File: config.mk
export PLATFORM = sky130hd
export DESIGN_NAME = i2c_register_access_master_flat
export DESIGN_NICKNAME = d
export VERILOG_FILES = /design/src/sv/i2cra_pkg.sv /design/src/sv/i2cra_chan_if.sv /design/src/sv/i2c_register_access_master.sv /design/src/flat_wrapper.sv
export SDC_FILE = /design/constraint.sdc
export NUM_CORES = 1
export LEC_CHECK = 0
export ABC_AREA = 1
export BUFFER_PORTS_ARGS = -buffer_cell sky130_fd_sc_hd__buf_2
export CAP_MARGIN = 20
export CORE_MARGIN = 3
export CORE_UTILIZATION = 25
export CTS_BUF_LIST = sky130_fd_sc_hd__clkbuf_16
export DETAILED_ROUTE_END_ITERATION = 6
export PLACE_DENSITY_LB_ADDON = 0.08
export SLEW_MARGIN = 10
export SYNTH_ARGS = -nofsm -noshare
export SYNTH_HDL_FRONTEND = slang
export SYNTH_SLANG_ARGS = --single-unit
File: constraint.sdc
create_clock -name clk -period 8.25 [get_ports clk]
set_clock_uncertainty 0.2 [all_clocks]
set_input_delay 0.4125 -clock clk [delete_from_list [all_inputs] [get_ports clk]]
set_output_delay 0.4125 -clock clk [all_outputs]
set_load 0.05 [all_outputs]
File: src/sv/i2cra_pkg.sv
// Shared types, codes and constants of the I2C register access master.
`timescale 1ns / 1ps
`default_nettype none
package i2cra_pkg;

	// Command codes carried with each tick.
	localparam logic [1:0] CMD_TICK  = 2'd0;
	localparam logic [1:0] CMD_WRITE = 2'd1;
	localparam logic [1:0] CMD_READ  = 2'd2;

	// Sequencer phase codes.
	localparam int PHASE_W = 4;
	localparam logic [PHASE_W-1:0] PH_IDLE    = 4'd0;
	localparam logic [PHASE_W-1:0] PH_START_A = 4'd1;
	localparam logic [PHASE_W-1:0] PH_ADDR_W  = 4'd2;
	localparam logic [PHASE_W-1:0] PH_ACK_A   = 4'd3;
	localparam logic [PHASE_W-1:0] PH_REG     = 4'd4;
	localparam logic [PHASE_W-1:0] PH_ACK_R   = 4'd5;
	localparam logic [PHASE_W-1:0] PH_DATA    = 4'd6;
	localparam logic [PHASE_W-1:0] PH_ACK_D   = 4'd7;
	localparam logic [PHASE_W-1:0] PH_STOP    = 4'd8;
	localparam logic [PHASE_W-1:0] PH_START_B = 4'd9;
	localparam logic [PHASE_W-1:0] PH_ADDR_R  = 4'd10;
	localparam logic [PHASE_W-1:0] PH_ACK_B   = 4'd11;
	localparam logic [PHASE_W-1:0] PH_RECV    = 4'd12;
	localparam logic [PHASE_W-1:0] PH_MNACK   = 4'd13;

	// Target address after reset.
	localparam logic [6:0] SLAVE_ADDR_RESET = 7'd104;

	// Payload of one tick.
	typedef struct packed {
		logic [1:0] command;
		logic [7:0] reg_addr;
		logic [7:0] write_data;
		logic       sda_in;
	} tick_t;

	// Payload of one result.
	typedef struct packed {
		logic       scl_out;
		logic       sda_out;
		logic       busy_res;
		logic       done_res;
		logic [7:0] read_data;
		logic       nack_seen;
	} result_t;

	typedef logic [6:0] slave_addr_t;

endpackage
`default_nettype wire

File: src/sv/i2cra_chan_if.sv
// Valid/ready channel interface used by every port of the I2C register access master.
`timescale 1ns / 1ps
`default_nettype none
interface i2cra_chan_if #(
	parameter type payload_t = logic
);
	logic     valid;
	logic     ready;
	payload_t data;

	modport source (output valid, output data, input ready);
	modport sink (input valid, input data, output ready);
endinterface
`default_nettype wire

File: src/sv/i2c_register_access_master.sv
// Top level of the bit-banged I2C master for single-register writes and reads.
//
//  channel | role | payload                                   | transfer
//  --------+------+-------------------------------------------+--------------------------
//  req     | sink | command, reg_addr, write_data, sda_in     | one pin-update tick
//  rsp     | src  | scl_out, sda_out, busy_res, done_res,     | one result per tick
//          |      | read_data, nack_seen                      |
//  cfg     | sink | slave_addr (7 bits)                       | register write, always ready
//
// Each tick is handled on the edge at which it is accepted: the sequencer state advances
// on that edge, and the result lands in the output register on that same edge.
// A new tick is taken in every cycle as long as the output register is empty or
// is being emptied in that cycle. When rsp stalls, req is held off and state freezes.
// arst_n returns the sequencer to idle with both bus lines released and the target
// address at 104.
`timescale 1ns / 1ps
`default_nettype none
module i2c_register_access_master
	import i2cra_pkg::*;
(
	input  wire        clk,
	input  wire        arst_n,
	i2cra_chan_if.sink   req,
	i2cra_chan_if.source rsp,
	i2cra_chan_if.sink   cfg
);

	// Sequencer and datapath state.
	logic [PHASE_W-1:0] phase_q;
	logic [1:0]         sub_step_q;
	logic [3:0]         bit_count_q;
	logic [7:0]         shift_byte_q;
	logic [7:0]         held_register_q;
	logic [7:0]         held_data_q;
	logic               is_read_q;
	logic [7:0]         received_byte_q;
	logic               ack_fault_q;
	logic               scl_q;
	logic               sda_q;
	slave_addr_t        slave_addr_q;

	// Output register.
	logic    valid_s1;
	result_t res_s1;

	// Next-state values for one tick.
	logic [PHASE_W-1:0] ph;
	logic [1:0]         sub;
	logic [3:0]         bc;
	logic [7:0]         sh;
	logic [7:0]         hreg;
	logic [7:0]         hdat;
	logic               rd;
	logic [7:0]         rx;
	logic               fault;
	logic               scl;
	logic               sda;
	logic               done;
	logic               fin;
	logic               run;
	logic [PHASE_W-1:0] ph_next;

	logic tick_acc;

	// A tick may enter whenever the output register will be free at this edge.
	assign req.ready = !valid_s1 || rsp.ready;
	assign tick_acc  = req.valid && req.ready;
	assign cfg.ready = 1'b1;

	assign rsp.valid = valid_s1;
	assign rsp.data  = res_s1;

	// One tick of the bus sequence: the segment step of the current phase, then
	// the move into the next phase when the segment finishes.
	always_comb begin
		ph    = phase_q;
		sub   = sub_step_q;
		bc    = bit_count_q;
		sh    = shift_byte_q;
		hreg  = held_register_q;
		hdat  = held_data_q;
		rd    = is_read_q;
		rx    = received_byte_q;
		fault = ack_fault_q;
		scl   = scl_q;
		sda   = sda_q;
		done  = 1'b0;
		fin   = 1'b0;
		run   = 1'b1;
		ph_next = PH_IDLE;

		// An idle sequencer starts a transaction on a write or read command and
		// performs the first start step in the same tick.
		if (phase_q == PH_IDLE || phase_q > PH_MNACK) begin
			ph  = PH_IDLE;
			run = 1'b0;
			if (req.data.command == CMD_WRITE || req.data.command == CMD_READ) begin
				hreg  = req.data.reg_addr;
				hdat  = req.data.write_data;
				rd    = (req.data.command == CMD_READ);
				fault = 1'b0;
				ph    = PH_START_A;
				sub   = 2'd0;
				bc    = 4'd0;
				run   = 1'b1;
			end
		end

		if (run) begin
			unique case (ph) inside
				PH_START_A, PH_START_B: begin
					case (sub)
						2'd0: sda = 1'b1;
						2'd1: scl = 1'b1;
						2'd2: sda = 1'b0;
						default: begin
							scl = 1'b0;
							fin = 1'b1;
						end
					endcase
					sub = sub + 2'd1;
				end
				PH_ADDR_W, PH_REG, PH_DATA, PH_ADDR_R: begin
					// Bit out, clock high, clock low.
					if (sub == 2'd0) begin
						sda = sh[7];
						sh  = {sh[6:0], 1'b0};
						sub = 2'd1;
					end else if (sub == 2'd1) begin
						scl = 1'b1;
						sub = 2'd2;
					end else begin
						scl = 1'b0;
						sub = 2'd0;
						bc  = bc + 4'd1;
						fin = bc[3];
					end
				end
				PH_ACK_A, PH_ACK_R, PH_ACK_D, PH_ACK_B: begin
					case (sub)
						2'd0: sda = 1'b1;
						2'd1: scl = 1'b1;
						2'd2: fault = fault | req.data.sda_in;
						default: begin
							scl = 1'b0;
							fin = 1'b1;
						end
					endcase
					sub = sub + 2'd1;
				end
				PH_RECV: begin
					// SDA is released once, then each bit is clocked and sampled.
					case (sub)
						2'd0: begin
							sda = 1'b1;
							sub = 2'd1;
						end
						2'd1: begin
							scl = 1'b1;
							sub = 2'd2;
						end
						2'd2: begin
							sh  = {sh[6:0], req.data.sda_in};
							sub = 2'd3;
						end
						default: begin
							scl = 1'b0;
							sub = 2'd1;
							bc  = bc + 4'd1;
							if (bc[3]) begin
								rx  = sh;
								fin = 1'b1;
							end
						end
					endcase
				end
				PH_MNACK: begin
					case (sub)
						2'd0: sda = 1'b1;
						2'd1: scl = 1'b1;
						default: begin
							scl = 1'b0;
							fin = 1'b1;
						end
					endcase
					sub = sub + 2'd1;
				end
				PH_STOP: begin
					case (sub)
						2'd0: sda = 1'b0;
						2'd1: scl = 1'b1;
						default: begin
							sda  = 1'b1;
							fin  = 1'b1;
							done = 1'b1;
						end
					endcase
					sub = sub + 2'd1;
				end
				default: ph = PH_IDLE;
			endcase

			// Successor of each phase once its segment completes.
			unique case (ph)
				PH_START_A: ph_next = PH_ADDR_W;
				PH_ADDR_W:  ph_next = PH_ACK_A;
				PH_ACK_A:   ph_next = PH_REG;
				PH_REG:     ph_next = PH_ACK_R;
				PH_ACK_R:   ph_next = rd ? PH_START_B : PH_DATA;
				PH_DATA:    ph_next = PH_ACK_D;
				PH_ACK_D:   ph_next = PH_STOP;
				PH_START_B: ph_next = PH_ADDR_R;
				PH_ADDR_R:  ph_next = PH_ACK_B;
				PH_ACK_B:   ph_next = PH_RECV;
				PH_RECV:    ph_next = PH_MNACK;
				PH_MNACK:   ph_next = PH_STOP;
				default:    ph_next = PH_IDLE;
			endcase

			if (fin) begin
				ph  = ph_next;
				sub = 2'd0;
				bc  = 4'd0;
				case (ph_next)
					PH_ADDR_W: sh = {slave_addr_q, 1'b0};
					PH_ADDR_R: sh = {slave_addr_q, 1'b1};
					PH_REG:    sh = hreg;
					PH_DATA:   sh = hdat;
					PH_RECV:   sh = 8'd0;
					default:   sh = sh;
				endcase
			end
		end
	end

	// State advances only on accepted ticks.
	always_ff @(posedge clk or negedge arst_n) begin
		if (!arst_n) begin
			phase_q         <= PH_IDLE;
			sub_step_q      <= 2'd0;
			bit_count_q     <= 4'd0;
			shift_byte_q    <= 8'd0;
			held_register_q <= 8'd0;
			held_data_q     <= 8'd0;
			is_read_q       <= 1'b0;
			received_byte_q <= 8'd0;
			ack_fault_q     <= 1'b0;
			scl_q           <= 1'b1;
			sda_q           <= 1'b1;
		end else if (tick_acc) begin
			phase_q         <= ph;
			sub_step_q      <= sub;
			bit_count_q     <= bc;
			shift_byte_q    <= sh;
			held_register_q <= hreg;
			held_data_q     <= hdat;
			is_read_q       <= rd;
			received_byte_q <= rx;
			ack_fault_q     <= fault;
			scl_q           <= scl;
			sda_q           <= sda;
		end
	end

	// Target address register; the user must write it only while the master is idle (not enforced here).
	always_ff @(posedge clk or negedge arst_n) begin
		if (!arst_n) begin
			slave_addr_q <= SLAVE_ADDR_RESET;
		end else if (cfg.valid && cfg.ready) begin
			slave_addr_q <= cfg.data;
		end
	end

	// Output register: loaded with the result of every accepted tick.
	always_ff @(posedge clk or negedge arst_n) begin
		if (!arst_n) begin
			valid_s1 <= 1'b0;
		end else if (tick_acc) begin
			valid_s1 <= 1'b1;
		end else if (rsp.ready) begin
			valid_s1 <= 1'b0;
		end
	end

	always_ff @(posedge clk) begin
		if (tick_acc) begin
			res_s1.scl_out   <= scl;
			res_s1.sda_out   <= sda;
			res_s1.busy_res  <= (ph != PH_IDLE);
			res_s1.done_res  <= done;
			res_s1.read_data <= rx;
			res_s1.nack_seen <= fault;
		end
	end

	// A completed stop always leaves the master idle.
	a_done_idle: assert property (@(posedge clk) disable iff (!arst_n)
		(valid_s1 && res_s1.done_res) |-> !res_s1.busy_res)
		else $error("done reported while still busy");

	// Each tick changes at most one bus line.
	a_one_line: assert property (@(posedge clk) disable iff (!arst_n)
		tick_acc |=> !((scl_q != $past(scl_q)) && (sda_q != $past(sda_q))))
		else $error("both bus lines changed in one tick");

	// The sequencer never lands on an unused phase code.
	a_phase_range: assert property (@(posedge clk) disable iff (!arst_n)
		phase_q <= PH_MNACK)
		else $error("sequencer reached an unused phase");

	// A command taken while idle begins the start condition.
	a_cmd_start: assert property (@(posedge clk) disable iff (!arst_n)
		(tick_acc && phase_q == PH_IDLE
			&& (req.data.command == CMD_WRITE || req.data.command == CMD_READ))
		|=> (phase_q == PH_START_A && sub_step_q == 2'd1))
		else $error("command did not start a transaction");

endmodule
`default_nettype wire

File: src/flat_wrapper.sv
// flat-port wrapper written by rule: the top's interface ports become plain ports
module i2c_register_access_master_flat import i2cra_pkg::*;
  (clk, arst_n, req_valid, req_data, req_ready, rsp_valid, rsp_data, rsp_ready, cfg_valid, cfg_data, cfg_ready);
  i2cra_chan_if #(.payload_t(tick_t)) req_i ();
  i2cra_chan_if #(.payload_t(result_t)) rsp_i ();
  i2cra_chan_if #(.payload_t(slave_addr_t)) cfg_i ();
  input  wire clk;
  input  wire arst_n;
  input wire logic [$bits(req_i.valid)-1:0] req_valid;
  input wire logic [$bits(req_i.data)-1:0] req_data;
  output wire logic [$bits(req_i.ready)-1:0] req_ready;
  output wire logic [$bits(rsp_i.valid)-1:0] rsp_valid;
  output wire logic [$bits(rsp_i.data)-1:0] rsp_data;
  input wire logic [$bits(rsp_i.ready)-1:0] rsp_ready;
  input wire logic [$bits(cfg_i.valid)-1:0] cfg_valid;
  input wire logic [$bits(cfg_i.data)-1:0] cfg_data;
  output wire logic [$bits(cfg_i.ready)-1:0] cfg_ready;
  assign req_i.valid = req_valid;
  assign req_i.data = req_data;
  assign req_ready = req_i.ready;
  assign rsp_valid = rsp_i.valid;
  assign rsp_data = rsp_i.data;
  assign rsp_i.ready = rsp_ready;
  assign cfg_i.valid = cfg_valid;
  assign cfg_i.data = cfg_data;
  assign cfg_ready = cfg_i.ready;
  i2c_register_access_master u_core (.clk(clk), .arst_n(arst_n), .req(req_i), .rsp(rsp_i), .cfg(cfg_i));
endmodule
==> impl_metrics.xml <==
<?xml version="1.0" encoding="UTF-8"?>
<metrics>
  <group name="routing">
    <metric name="drt-wirelength-per-cell" unit="µm">14.5</metric>
    <metric name="antenna_violating_nets_post_route" unit="">0</metric>
    <metric name="detail_route.iter0.violations" unit="">243</metric>
    <metric name="totalWireLength" unit="µm">12500</metric>
    <metric name="detail_route.first_pass.iterations" unit="">4</metric>
    <metric name="route.vias.total" unit="">3836</metric>
    <metric name="drcViolationCount" unit="">0</metric>
    <metric name="via_density_per_instance" unit="">4.48</metric>
  </group>
  <group name="power">
    <metric name="power_switching_share" unit="">0.490</metric>
    <metric name="cell_internal_pwr" unit="mW">0.962</metric>
    <metric name="total_leakage_power" unit="nW">2.50</metric>
    <metric name="power_per_cell_area" unit="nW/µm²">376</metric>
    <metric name="ir_drop" unit="µV">122</metric>
    <metric name="switching_power" unit="mW">0.925</metric>
    <metric name="power" unit="mW">1.89</metric>
    <metric name="sequential_group_share_of_total_power" unit="">0.268</metric>
    <metric name="power_frac_clock" unit="">0.205</metric>
    <metric name="comb_power_share" unit="">0.527</metric>
  </group>
  <group name="global_route">
    <metric name="number_of_antenna_violations_at_the_first_check_in_global_routing" unit="">0</metric>
    <metric name="grt_use_met2" unit="">0.221</metric>
    <metric name="globalRouteMet3Util" unit="">0.0256</metric>
    <metric name="gr-usage-all-layers" unit="">0.143</metric>
    <metric name="grt_first_pass_wirelength" unit="µm">20900</metric>
    <metric name="first_global_vias" unit="">3826</metric>
    <metric name="grt_util_met1" unit="">0.198</metric>
    <metric name="gr_busiest_metal" unit="">met2</metric>
    <metric name="total_overflow_reported_by_the_global_router" unit="">0</metric>
    <metric name="grt_start_max_net_pins" unit="">55</metric>
  </group>
  <group name="place">
    <metric name="hpwlAfterDp" unit="µm">9200</metric>
    <metric name="gp_congestion" unit="">0.831</metric>
    <metric name="place.port_buffers" unit="">45</metric>
    <metric name="post_dp_cell_area" unit="µm²">4720</metric>
  </group>
  <group name="clock_network">
    <metric name="clkSlewWorstSetupHoldPaths" unit="ns">0.06</metric>
    <metric name="clock-sinks" unit="">67</metric>
    <metric name="cts_inserted_buffers" unit="">9</metric>
    <metric name="cts.hold.buffers_added" unit="">0</metric>
    <metric name="htreeDepth" unit="">3</metric>
    <metric name="postCtsSetupBuffers" unit="">0</metric>
    <metric name="cts-root-buf" unit="">sky130_fd_sc_hd__clkbuf_16</metric>
    <metric name="cts_tree" unit="">built</metric>
    <metric name="clkLatencyLatePin" unit="ns">0.34</metric>
    <metric name="cts.repair.resized" unit="">0</metric>
    <metric name="cts_max_path_buffers" unit="">2</metric>
  </group>
  <group name="die">
    <metric name="chipHeight" unit="µm">137</metric>
    <metric name="placement_rows" unit="">47</metric>
    <metric name="io_pins" unit="">47</metric>
    <metric name="initial_utilization" unit="">0.258</metric>
    <metric name="core_area" unit="µm²">16700</metric>
    <metric name="die-width" unit="µm">137</metric>
    <metric name="die-area" unit="µm²">18800</metric>
  </group>
  <group name="logic_synthesis">
    <metric name="synth_seq_cells" unit="">67</metric>
    <metric name="ys_warn_count" unit="">0</metric>
    <metric name="syn-cell-area" unit="µm²">4310</metric>
    <metric name="post_synth_inst_count" unit="">591</metric>
    <metric name="synth.net_count" unit="">629</metric>
    <metric name="count_of_flip_flops_with_a_built_in_enable_after_synthesis" unit="">13</metric>
    <metric name="count_of_cell_types_in_the_netlist" unit="">43</metric>
    <metric name="asyncSetResetFlopFracSynth" unit="">0.806</metric>
    <metric name="syn_area_per_cell" unit="µm²">7.28</metric>
    <metric name="synth_seq_area_share" unit="">0.406</metric>
    <metric name="synth_flop_cell" unit="">sky130_fd_sc_hd__dfrtp_1</metric>
  </group>
  <group name="timing">
    <metric name="max-slew-margin-rel" unit="">0.500</metric>
    <metric name="tightest_slew" unit="ns">0.750</metric>
    <metric name="timing_max_transition_violations_final" unit="">0</metric>
    <metric name="finalCriticalPeriod" unit="ns">3.96</metric>
    <metric name="final.setup.tns" unit="ns">0</metric>
    <metric name="maximum_clock_frequency" unit="MHz">253</metric>
    <metric name="final_hold_viol_count" unit="">0</metric>
    <metric name="setup_violations_final" unit="">0</metric>
    <metric name="timing.hold.ws" unit="ns">0.0113</metric>
    <metric name="unrepaired_setup_endpoints_after_global_routing" unit="">no</metric>
    <metric name="final_min_period_over_clock_period" unit="">0.480</metric>
  </group>
  <group name="finish">
    <metric name="fill_cell_instance_count_of_the_final_layout" unit="">1839</metric>
    <metric name="layout.area.seq" unit="µm²">1750</metric>
    <metric name="nets" unit="">670</metric>
    <metric name="antenna-diode-count" unit="">0</metric>
    <metric name="multi_input_logic_area" unit="µm²">2230</metric>
    <metric name="area.growth.synth_to_final" unit="%">16.7</metric>
    <metric name="final_design_area_no_fill" unit="µm²">5020</metric>
    <metric name="post_route_cells_drive_above_1_share" unit="">0.177</metric>
  </group>
  <group name="flow_run">
    <metric name="maxcap_viol_count" unit="">0</metric>
  </group>
  <group name="critical_path">
    <metric name="reg2reg_setup_slack" unit="ns">4.35</metric>
    <metric name="worstSetupEndpoint" unit="">u_core.rsp.data[10]</metric>
    <metric name="critical_path.startpoint_type" unit="">input pin</metric>
    <metric name="cp_max_fo" unit="">19</metric>
    <metric name="rr_endpoint" unit="">u_core.rsp.data[10]</metric>
    <metric name="reg2reg_from" unit="">u_core.phase_q[2]</metric>
    <metric name="worstPathArrival" unit="ns">3.85</metric>
    <metric name="cp-end-kind" unit="">flip-flop</metric>
    <metric name="r2r.worst_path.cells" unit="">17</metric>
    <metric name="critical_path_required" unit="ns">8.14</metric>
    <metric name="path_class" unit="">in2reg</metric>
    <metric name="critPathLaunch" unit="">req_data[17]</metric>
  </group>
  <group name="status">
    <metric name="outcome" unit="">complete, no violations</metric>
  </group>
  <group name="hold_path">
    <metric name="worstHoldPathType" unit="">in2async</metric>
  </group>
</metrics>
==> metrics by stage <==
step           cells   util  worst slack, ns
2_1_floorplan    591      -             5.14
3_3_place_gp     840  0.282             4.08
3_5_place_dp     840  0.282             3.91
4_1_cts          856  0.300             4.26
5_1_grt          857  0.301             3.91
6_report         857  0.301             4.29
==> critical path, stage by stage <==
cell                       delay (ns)
sky130_fd_sc_hd__buf_2           0.07
sky130_fd_sc_hd__inv_1           0.03
sky130_fd_sc_hd__ha_1            0.50
sky130_fd_sc_hd__inv_1           0.24
sky130_fd_sc_hd__nand3_4         0.29
sky130_fd_sc_hd__clkinv_1        0.53
sky130_fd_sc_hd__nor2_1          0.40
sky130_fd_sc_hd__inv_1           0.14
sky130_fd_sc_hd__ha_1            0.27
sky130_fd_sc_hd__nor2_1          0.27
sky130_fd_sc_hd__nand2_2         0.12
sky130_fd_sc_hd__nand2_4         0.12
sky130_fd_sc_hd__nand2_4         0.09
sky130_fd_sc_hd__nand4_1         0.08
sky130_fd_sc_hd__nand2_1         0.07
sky130_fd_sc_hd__nor2_1          0.11
sky130_fd_sc_hd__nand2_1         0.06
==> metal layers <==
| layer | part of all wire | wire length, µm | vias to the layer above |
|---|---|---|---|
| met1 | 0.50 | 6230 | 1767 |
| li1 | - | - | 1982 |
| met3 | 0.036 | 448 | 14 |
| met2 | 0.44 | 5500 | 73 |
| met5 | 0 | 0 | - |
| met4 | 0.022 | 274 | 0 |
==> power by group through the flow <==
stage | Sequential (mW) | Combinational [mW] | Clock (mW)
global placement | 0.513 | 1.00 | 0
finish | 0.506 | 0.994 | 0.387
floorplan | 0.532 | 0.738 | 0
detailed placement | 0.512 | 1.00 | 0
CTS | 0.506 | 1.01 | 0.405
global route | 0.519 | 1.14 | 0.417
==> worst min path at each step <==
stage / end / slack [ns] / depth (start not counted)
3_5_place_dp: u_core.received_byte_q[5] / 0.27 / 2
5_1_grt: u_core.received_byte_q[3] / 0.09 / 2
3_3_place_gp: u_core.received_byte_q[1] / 0.26 / 2
2_1_floorplan: u_core.ack_fault_q / -0.08 / 0
6_report: u_core.received_byte_q[3] / 0.01 / 2
4_1_cts: u_core.received_byte_q[6] / 0.06 / 2
==> layout by cell type (no fill, tap or decap), types with 2 or more instances in the layout <==
cell and count:
sky130_fd_sc_hd__nand4_1 8, sky130_fd_sc_hd__edfxtp_1 13, sky130_fd_sc_hd__buf_2 45, sky130_fd_sc_hd__dfrtp_1 49, sky130_fd_sc_hd__a21oi_1 4, sky130_fd_sc_hd__clkinvlp_4 2
sky130_fd_sc_hd__clkinv_2 2, sky130_fd_sc_hd__nand3_1 44, sky130_fd_sc_hd__inv_2 5, sky130_fd_sc_hd__o22ai_1 2, sky130_fd_sc_hd__nand3_4 6, sky130_fd_sc_hd__clkinv_1 2
sky130_fd_sc_hd__buf_4 2, sky130_fd_sc_hd__inv_4 3, sky130_fd_sc_hd__dfstp_2 5, sky130_fd_sc_hd__o21ai_2 2, sky130_fd_sc_hd__inv_1 48, sky130_fd_sc_hd__o31ai_1 2
sky130_fd_sc_hd__nor2_1 58, sky130_fd_sc_hd__ha_1 7, sky130_fd_sc_hd__nand2_2 8, sky130_fd_sc_hd__a31oi_1 10, sky130_fd_sc_hd__o21ai_1 8, sky130_fd_sc_hd__nand2_1 228
sky130_fd_sc_hd__o21ai_0 30, sky130_fd_sc_hd__nand2_4 6, sky130_fd_sc_hd__o21bai_1 2, sky130_fd_sc_hd__o211ai_1 3, sky130_fd_sc_hd__clkbuf_16 9, sky130_fd_sc_hd__nor2_4 2
sky130_fd_sc_hd__mux2_2 7
==> sequential cells by signal, summed over array words and instances, names as in the netlist <==
signal	flops
u_core.rsp.data	13
u_core.is_read_q	1
u_core.slave_addr_q	7
u_core.bit_count_q	4
u_core.held_data_q	8
u_core.received_byte_q	8
u_core.shift_byte_q	8
u_core.rsp.valid	1
u_core.held_register_q	8
u_core.ack_fault_q	1
u_core.sub_step_q	2
u_core.phase_q	4
u_core.scl_q	1
u_core.sda_q	1
==> synth_stat cells, types with 4 or more instances <==
cell,count,share of area
sky130_fd_sc_hd__a31oi_1,10,0.015
sky130_fd_sc_hd__nand2_4,6,0.016
sky130_fd_sc_hd__a21oi_1,4,0.0046
sky130_fd_sc_hd__buf_6,4,0.010
sky130_fd_sc_hd__nor2_1,58,0.051
sky130_fd_sc_hd__dfrtp_1,49,0.28
sky130_fd_sc_hd__clkbuf_1,8,0.0070
sky130_fd_sc_hd__o21ai_1,8,0.0093
sky130_fd_sc_hd__nand3_1,44,0.051
sky130_fd_sc_hd__inv_2,5,0.0044
sky130_fd_sc_hd__nand3_4,6,0.024
sky130_fd_sc_hd__dfstp_2,5,0.031
sky130_fd_sc_hd__o21ai_0,30,0.035
sky130_fd_sc_hd__inv_1,48,0.042
sky130_fd_sc_hd__ha_1,7,0.020
sky130_fd_sc_hd__nand2_1,228,0.20
sky130_fd_sc_hd__edfxtp_1,13,0.091
sky130_fd_sc_hd__mux2_2,7,0.018
sky130_fd_sc_hd__nand2_2,8,0.012
sky130_fd_sc_hd__nand4_1,8,0.012
==> cell type report <==
class | instances | area share
Multi-Input combinational cell | 449 | 0.444
Sequential cell | 67 | 0.348
Tap cell | 220 | 0.0548
Timing Repair Buffer | 48 | 0.0508
Clock buffer | 9 | 0.0448
Inverter | 57 | 0.0441
Clock inverter | 7 | 0.0134
==> cell families (layout without fill, tap and decap cells) <==
logic type               after synthesis  count (layout)  share of synthesized area
multiplexers                           7               7                     0.0183
XOR/XNOR                               1               1                    0.00203
AO/OA/AOI/OAI                         67              67                     0.0924
AND/OR/NAND/NOR                      366             366                      0.384
flip-flops                            67              67                      0.406
adder cells (fa/ha/maj)                7               7                     0.0203
buffers and inverters                 75             121                     0.0758
other                                  1               1                   0.000871
No activity file was read; power rests on OpenSTA's default activity.
